## src/design/mesic_pkg.sv

```systemverilog
package mesic_pkg;

  typedef enum logic [1:0] {
    ST_I = 2'd0,
    ST_S = 2'd1,
    ST_E = 2'd2,
    ST_M = 2'd3
  } mesi_t;

  typedef enum logic [2:0] {
    OP_PR_RD    = 3'd0,
    OP_PR_WR    = 3'd1,
    OP_BUS_RD   = 3'd2,
    OP_BUS_RDX  = 3'd3,
    OP_BUS_UPGR = 3'd4
  } op_t;

  typedef enum logic [1:0] {
    BUS_NONE = 2'd0,
    BUS_RD   = 2'd1,
    BUS_RDX  = 2'd2,
    BUS_UPGR = 2'd3
  } bus_t;

  typedef enum logic [1:0] {
    CTL_CLEAR,
    CTL_IDLE,
    CTL_LOOKUP
  } ctl_state_t;

  typedef struct packed {
    logic  hit;
    bus_t  bus_request;
    logic  line_fill;
    logic  write_back;
    logic  held_copy;
    logic  intervened;
    logic  invalidated;
    mesi_t prior_state;
    mesi_t next_state;
  } result_t;

endpackage

```

## src/design/mesic_state_ram.sv

```systemverilog
module mesic_state_ram #(
  parameter int IDX_W = 10
) (
  input  logic                 clk,
  input  logic                 rd_en,
  input  logic [IDX_W-1:0]     rd_idx,
  output mesic_pkg::mesi_t     rd_data,
  input  logic                 wr_en,
  input  logic [IDX_W-1:0]     wr_idx,
  input  mesic_pkg::mesi_t     wr_data
);

  localparam int DEPTH = 2 ** IDX_W;

  mesic_pkg::mesi_t mem [DEPTH];
  mesic_pkg::mesi_t rd_data_r;

  always_ff @(posedge clk) begin
    if (wr_en) begin
      mem[wr_idx] <= wr_data;
    end
  end

  // hold the read data until the next read
  always_ff @(posedge clk) begin
    if (rd_en) begin
      rd_data_r <= mem[rd_idx];
    end
  end

  assign rd_data = rd_data_r;

endmodule

```

## src/design/mesic_next.sv

```systemverilog
module mesic_next (
  input  logic [2:0]         op,
  input  mesic_pkg::mesi_t   prior,
  input  logic               shared,
  output mesic_pkg::result_t res
);

  always_comb begin
    res             = '0;
    res.bus_request = mesic_pkg::BUS_NONE;
    res.prior_state = prior;
    res.next_state  = prior;
    case (mesic_pkg::op_t'(op))
      mesic_pkg::OP_PR_RD: begin
        if (prior != mesic_pkg::ST_I) begin
          res.hit = 1'b1;
        end else begin
          res.bus_request = mesic_pkg::BUS_RD;
          res.line_fill   = 1'b1;
          res.next_state  = shared ? mesic_pkg::ST_S : mesic_pkg::ST_E;
        end
      end
      mesic_pkg::OP_PR_WR: begin
        if (prior == mesic_pkg::ST_I) begin
          res.bus_request = mesic_pkg::BUS_RDX;
          res.line_fill   = 1'b1;
        end else begin
          res.hit = 1'b1;
          if (prior == mesic_pkg::ST_S) begin
            res.bus_request = mesic_pkg::BUS_UPGR;
          end
        end
        res.next_state = mesic_pkg::ST_M;
      end
      mesic_pkg::OP_BUS_RD: begin
        if (prior != mesic_pkg::ST_I) begin
          res.held_copy  = 1'b1;
          res.write_back = (prior == mesic_pkg::ST_M);
          res.intervened = (prior == mesic_pkg::ST_M);
          res.next_state = mesic_pkg::ST_S;
        end
      end
      mesic_pkg::OP_BUS_RDX, mesic_pkg::OP_BUS_UPGR: begin
        // upgrade seen on any valid line, Modified too: treat as read-exclusive
        if (prior != mesic_pkg::ST_I) begin
          res.held_copy   = 1'b1;
          res.write_back  = (prior == mesic_pkg::ST_M);
          res.intervened  = (prior == mesic_pkg::ST_M);
          res.invalidated = 1'b1;
          res.next_state  = mesic_pkg::ST_I;
        end
      end
      default: begin
      end
    endcase
  end

endmodule

```

## src/design/mesi_coherence_controller_core.sv

```systemverilog
// MESI line-state controller.
// Input channel (in_valid/in_ready) carries one coherence event per transaction:
// processor read or write, or a snooped BusRd, BusRdX or BusUpgr, with the byte
// address and the shared response for read misses. The output channel
// (out_valid/out_ready) returns one result transaction per event: hit, bus
// request, fill, write-back, held-copy, intervention and invalidation flags,
// and the line state before and after the event.
// Each event reads the line state from a synchronous-read RAM, updates it and
// writes it back. The RAM read is registered on acceptance and the lookup state
// loads the result; a new event is taken only once back in the idle state.
// The output register parts the two channels: the next event is taken while a
// result waits. If a result is still held when the next one is ready, the
// lookup holds and writes nothing until the output register frees.
// After reset the state RAM is swept to Invalid, one line per cycle, over
// 2**(ADDR_BITS - log2(LINE_BYTES)) lines (1024 with the defaults); in_ready
// stays low during the sweep. in_other_copy is ignored.
module mesi_coherence_controller_core #(
  parameter int ADDR_BITS  = 16,
  parameter int LINE_BYTES = 64
) (
  input  logic        clk,
  input  logic        rst_n,
  input  logic        in_valid,
  output logic        in_ready,
  input  logic [2:0]  in_opcode,
  input  logic [15:0] in_address,
  input  logic        in_other_copy,
  input  logic        in_shared_seen,
  output logic        out_valid,
  input  logic        out_ready,
  output logic        out_hit,
  output logic [1:0]  out_bus_request,
  output logic        out_line_fill,
  output logic        out_write_back,
  output logic        out_held_copy,
  output logic        out_intervened,
  output logic        out_invalidated,
  output logic [1:0]  out_prior_state,
  output logic [1:0]  out_next_state
);

  localparam int OFF_W = $clog2(LINE_BYTES);
  localparam int IDX_W = ADDR_BITS - OFF_W;

  mesic_pkg::ctl_state_t state_r, state_nxt;

  logic [ADDR_BITS-1:0] addr_ext;
  logic [IDX_W-1:0]     in_idx;
  logic [IDX_W-1:0]     clr_idx_r, clr_idx_nxt;
  logic [IDX_W-1:0]     idx_r;
  logic [2:0]           op_r;
  logic                 shared_r;
  logic                 out_valid_r, out_valid_nxt;
  mesic_pkg::result_t   res_r;
  mesic_pkg::result_t   res;
  mesic_pkg::mesi_t     rd_data;
  mesic_pkg::mesi_t     wr_data;
  logic [IDX_W-1:0]     wr_idx;
  logic                 wr_en;
  logic                 accept;
  logic                 out_free;
  logic                 load;
  logic                 clearing;

  assign addr_ext = ADDR_BITS'(in_address);
  assign in_idx   = addr_ext[ADDR_BITS-1:OFF_W];
  assign out_free = !out_valid_r || out_ready;

  // next state
  always_comb begin
    state_nxt = state_r;
    case (state_r)
      mesic_pkg::CTL_CLEAR: begin
        if (clr_idx_r == {IDX_W{1'b1}}) begin
          state_nxt = mesic_pkg::CTL_IDLE;
        end
      end
      mesic_pkg::CTL_IDLE: begin
        if (in_valid) begin
          state_nxt = mesic_pkg::CTL_LOOKUP;
        end
      end
      mesic_pkg::CTL_LOOKUP: begin
        if (out_free) begin
          state_nxt = mesic_pkg::CTL_IDLE;
        end
      end
      default: begin
        state_nxt = mesic_pkg::CTL_CLEAR;
      end
    endcase
  end

  // outputs of the controller
  always_comb begin
    in_ready = 1'b0;
    load     = 1'b0;
    clearing = 1'b0;
    case (state_r)
      mesic_pkg::CTL_CLEAR:  clearing = 1'b1;
      mesic_pkg::CTL_IDLE:   in_ready = 1'b1;
      mesic_pkg::CTL_LOOKUP: load     = out_free;
      default: begin
      end
    endcase
  end

  assign accept      = in_valid && in_ready;
  assign clr_idx_nxt = clr_idx_r + 1'b1;

  assign wr_en   = clearing || load;
  assign wr_idx  = clearing ? clr_idx_r : idx_r;
  assign wr_data = clearing ? mesic_pkg::ST_I : res.next_state;

  mesic_state_ram #(
    .IDX_W(IDX_W)
  ) u_ram (
    .clk     (clk),
    .rd_en   (accept),
    .rd_idx  (in_idx),
    .rd_data (rd_data),
    .wr_en   (wr_en),
    .wr_idx  (wr_idx),
    .wr_data (wr_data)
  );

  mesic_next u_next (
    .op     (op_r),
    .prior  (rd_data),
    .shared (shared_r),
    .res    (res)
  );

  always_comb begin
    out_valid_nxt = out_valid_r;
    if (load) begin
      out_valid_nxt = 1'b1;
    end else if (out_ready) begin
      out_valid_nxt = 1'b0;
    end
  end

  always_ff @(posedge clk) begin
    if (!rst_n) begin
      state_r     <= mesic_pkg::CTL_CLEAR;
      clr_idx_r   <= '0;
      out_valid_r <= 1'b0;
    end else begin
      state_r     <= state_nxt;
      out_valid_r <= out_valid_nxt;
      if (clearing) begin
        clr_idx_r <= clr_idx_nxt;
      end
    end
  end

  always_ff @(posedge clk) begin
    if (accept) begin
      op_r     <= in_opcode;
      idx_r    <= in_idx;
      shared_r <= in_shared_seen;
    end
    if (load) begin
      res_r <= res;
    end
  end

  assign out_valid       = out_valid_r;
  assign out_hit         = res_r.hit;
  assign out_bus_request = res_r.bus_request;
  assign out_line_fill   = res_r.line_fill;
  assign out_write_back  = res_r.write_back;
  assign out_held_copy   = res_r.held_copy;
  assign out_intervened  = res_r.intervened;
  assign out_invalidated = res_r.invalidated;
  assign out_prior_state = res_r.prior_state;
  assign out_next_state  = res_r.next_state;

endmodule
```

## config.mk

```make
export PLATFORM = sky130hd
export DESIGN_NAME = mesi_coherence_controller_core
export DESIGN_NICKNAME = d
export VERILOG_FILES = /design/src/design/mesic_pkg.sv /design/src/design/mesic_state_ram.sv /design/src/design/mesic_next.sv /design/src/design/mesi_coherence_controller_core.sv
export SDC_FILE = /design/constraint.sdc
export NUM_CORES = 2
export LEC_CHECK = 0
export BUFFER_PORTS_ARGS = -buffer_cell sky130_fd_sc_hd__buf_2
export CORE_UTILIZATION = 57
export DETAILED_ROUTE_END_ITERATION = 8
export PLACE_DENSITY = 0.74
export SETUP_SLACK_MARGIN = 0.05
export SLEW_MARGIN = 20
export SYNTH_ARGS = -nofsm -noshare
export SYNTH_HDL_FRONTEND = slang
export SYNTH_SLANG_ARGS = --single-unit
```

## constraint.sdc

```tcl
create_clock -name clk -period 33.5 [get_ports clk]
set_input_delay 3.35 -clock clk [delete_from_list [all_inputs] [get_ports clk]]
set_output_delay 3.35 -clock clk [all_outputs]
set_load 0.1 [all_outputs]
```

==> results_dict.tcl <==
set metrics [dict create \
    holdCritStartpoint "out_valid" \
    synthXorXnorAreaFrac_pct 0.103 \
    cts_hold_buf 0 \
    final_common_cell "edfxtp_1" \
    fp-row-count 141 \
    fin_area_um2 93500 \
    r2r-end "u_ram.mem[133][0]" \
    drive_gt1_share_pct 17.9 \
    ir_worst_vdd_uv 47.5 \
    die_y_um 389 \
    cts_tree "done" \
    synth-edff-count 2075 \
    start_kind "input port" \
    setup_tns_ns 0 \
    synth_cells 4973 \
    hp-class "register to register" \
    r2r_cells 7 \
    clock-root-buffer "clkbuf_16" \
    synth_seq_area_share_pct 73.3 \
    die_area_um2 151000 \
    tightest_slew_ns 1.22 \
    grt_overflow 0 \
    start_util_pct 57.6 \
    ys_warn_count 0 \
    fp.dieW_um 389 \
    fin_crit_ns 7.95 \
    cp-end-kind "register" \
    placed_area_um2 87000 \
    hold_viol 0 \
    dr.pass1.iters 6 \
    synth_top_family_by_area "multiplexers" \
    ant_nets 0 \
    routed_wl_um 219000 \
    yosys.cell_types.count 63 \
    ctsHtreeMaxLevel 4 \
    relSlewSlack_pct 18.3 \
    rsz0062_at_grt "false" \
    syn_nets 4999 \
    synth-main-ff-cell "edfxtp_1" \
    via_per_inst 6.70 \
    grt_usage_pct 29.1 \
    postSynth.asyncResetShare_pct 0 \
    postCtsSetupRepairBufs 0 \
    drt_iter0_markers 6623 \
    synth_compound_area_share_pct 3.19 \
    grt_pass1_vias 46600 \
    min_to "out_valid" \
    vias 46900 \
    antennaDiodeCount 0 \
    finClkSkew_ns 0.0336 \
    syn_area_per_cell_um2 17.2 \
    synth_fa_ha_area_share_pct 0.0147 \
    ff2ff_setup_slack_ns 27.50 \
    clk_pin_slew_worst_paths_ns 0.06 \
    setup_viol 0 \
    finalMaxSlewViolations 0 \
    cp_slowest_cell "buf_4" \
    fmax_mhz 126 \
    antenna_found_initial 10 \
    dpl.hpwl_um 116000 \
    netlist_area_um2 85300 \
    core-area_um2 148000 \
    crit_path_max_fanout 56 \
    power_density_nw_per_um2 56.0 \
    path_cells "buf_8 > buf_4 > buf_4 > buf_4 > mux4_2 > o22ai_1 > nor3_1 > nor3_1 > nor3_1 > a22oi_1 > nand4_1" \
    max_stage_delay_ns 0.83 \
    outcome "complete, no violations" \
    gp_congestion 0.850 \
    finalCritPeriodShare_pct 23.7 \
    rr_startpoint "u_ram.rd_data[0]" \
    critical_path_class "input port to register" \
    ys_seq_elements 2088 \
    cts_sinks 2088 \
    synthSimpleGateAreaFrac_pct 6.75 \
    drc 0 \
    cts_buffers 198 \
    cts_max_path_buffers 3 \
    nNetsFinal 4933 \
    io_pins 39 \
    numPortBuffers 31 \
    wl_per_cell_um 31.2 \
    synth_mux_area_share_pct 14.3 \
    whs_path_depth 2 \
    critPathRequiredTime_ns 34.00 \
    mostFrequentLayoutCells "edfxtp_1 (2075), nor2_1 (1078), mux4_2 (422), clkbuf_16 (206), mux2i_1 (204)" \
    grt_max_degree 244 \
    power_leakage_nw 30.6 \
    clk_latency_ns 0.85 \
    maxCapViolCount 0 \
    syn2layout_area_growth_pct 9.53 \
    cts_resized 0 \
    cp_data_arrival_time_ns 8.45 \
    grt_pass1_wl_um 314000 \
]
-- sequential cells by signal, summed over array words and instances, names as in the netlist, 3 cells and up --
name,count
clr_idx_r,10
idx_r,10
u_ram.mem,2048
op_r,3
-- through the flow --
stage / util [%] / hold slack [ns] / total power, mW / std cells / worst slack [ns]
final: 63.1 / 0.518 / 5.24 / 7000 / 25.55
after global routing: 63.1 / 0.557 / 5.35 / 7000 / 25.20
after CTS: 63.0 / 0.522 / 5.25 / 6998 / 25.51
after detailed placement: 58.7 / 0.512 / 3.09 / 6635 / 24.67
after global placement: 58.7 / 0.502 / 3.09 / 6635 / 24.66
after floorplan: - / 0.424 / 3.02 / 4973 / 16.59
-- kinds of logic (layout without fill, tap and decap cells) --
group | Yosys count | in the layout
AOI/OAI and AO/OA | 395 | 395
xor gates and xnor gates | 10 | 10
adders and majority gates | 1 | 1
buffers and inverters | 401 | 498
DFF | 2088 | 2088
muxes | 653 | 653
and+or+nand+nor | 1425 | 1425
-- synth_stat cells, types with 35 or more instances --
master    instances  area share, %
buf_1            63           0.28
buf_2            35           0.21
mux2i_1         204            2.4
o221ai_1         80           0.82
edfxtp_1       2075             73
nand2_1         157           0.69
a21oi_1          92           0.54
nor3_1           41           0.24
mux4_2          422             11
buf_6            38           0.50
clkbuf_1        225           0.99
o22ai_1          54           0.40
nor2_1         1081            4.8
a22oi_1          79           0.69
nand3_1          38           0.22
-- power by group --
group	total (mW)	internal, mW	leakage, nW	switching [mW]
clock	2.20	1.25	3.09	0.955
sequential	2.83	2.83	20.8	0.000683
combinational	0.205	0.0754	6.69	0.130
total	5.24	4.15	30.6	1.09
-- worst max-delay path by stage --
| stage | from | end | slack (ns) | depth (start not counted) |
|---|---|---|---|---|
| final | in_address[6] | u_ram.rd_data[1] | 25.55 | 11 |
| after global routing | in_address[6] | u_ram.rd_data[0] | 25.20 | 12 |
| after CTS | in_address[6] | u_ram.rd_data[1] | 25.51 | 11 |
| after detailed placement | in_address[6] | u_ram.rd_data[1] | 24.67 | 11 |
| after global placement | in_address[7] | u_ram.rd_data[1] | 24.66 | 12 |
| after floorplan | state_r[0] | u_ram.mem[0][0] | 16.59 | 5 |
-- worst max-delay path, delay by kind of cell --
kind                   cells  cell delay [ns]
buffers and inverters      4             2.82
AND/OR/NAND/NOR            4             1.16
multiplexers               1             0.62
AO/OA/AOI/OAI              2             0.34
-- layout make-up --
type / count / area [µm²]
Sequential cell: 2088 / 62600
Fill cell: 10100 / 54700
Multi-Input combinational cell: 2484 / 21100
Clock buffer: 248 / 5330
Tap cell: 1930 / 2410
Timing Repair Buffer: 125 / 1020
Clock inverter: 115 / 1000
Inverter: 10 / 38.8
-- metal layers --
layer / up-vias / wire length (µm) / global-route usage [%] / part of all wire (%)
met5: - / 169 / 0.542 / 0.077
met4: 10 / 9550 / 12.2 / 4.4
met3: 481 / 23900 / 6.16 / 11
met2: 2915 / 107000 / 47.2 / 49
met1: 24100 / 78000 / 38.5 / 36
li1: 19300 / - / - / -
Power figures use the tool's default switching activity.
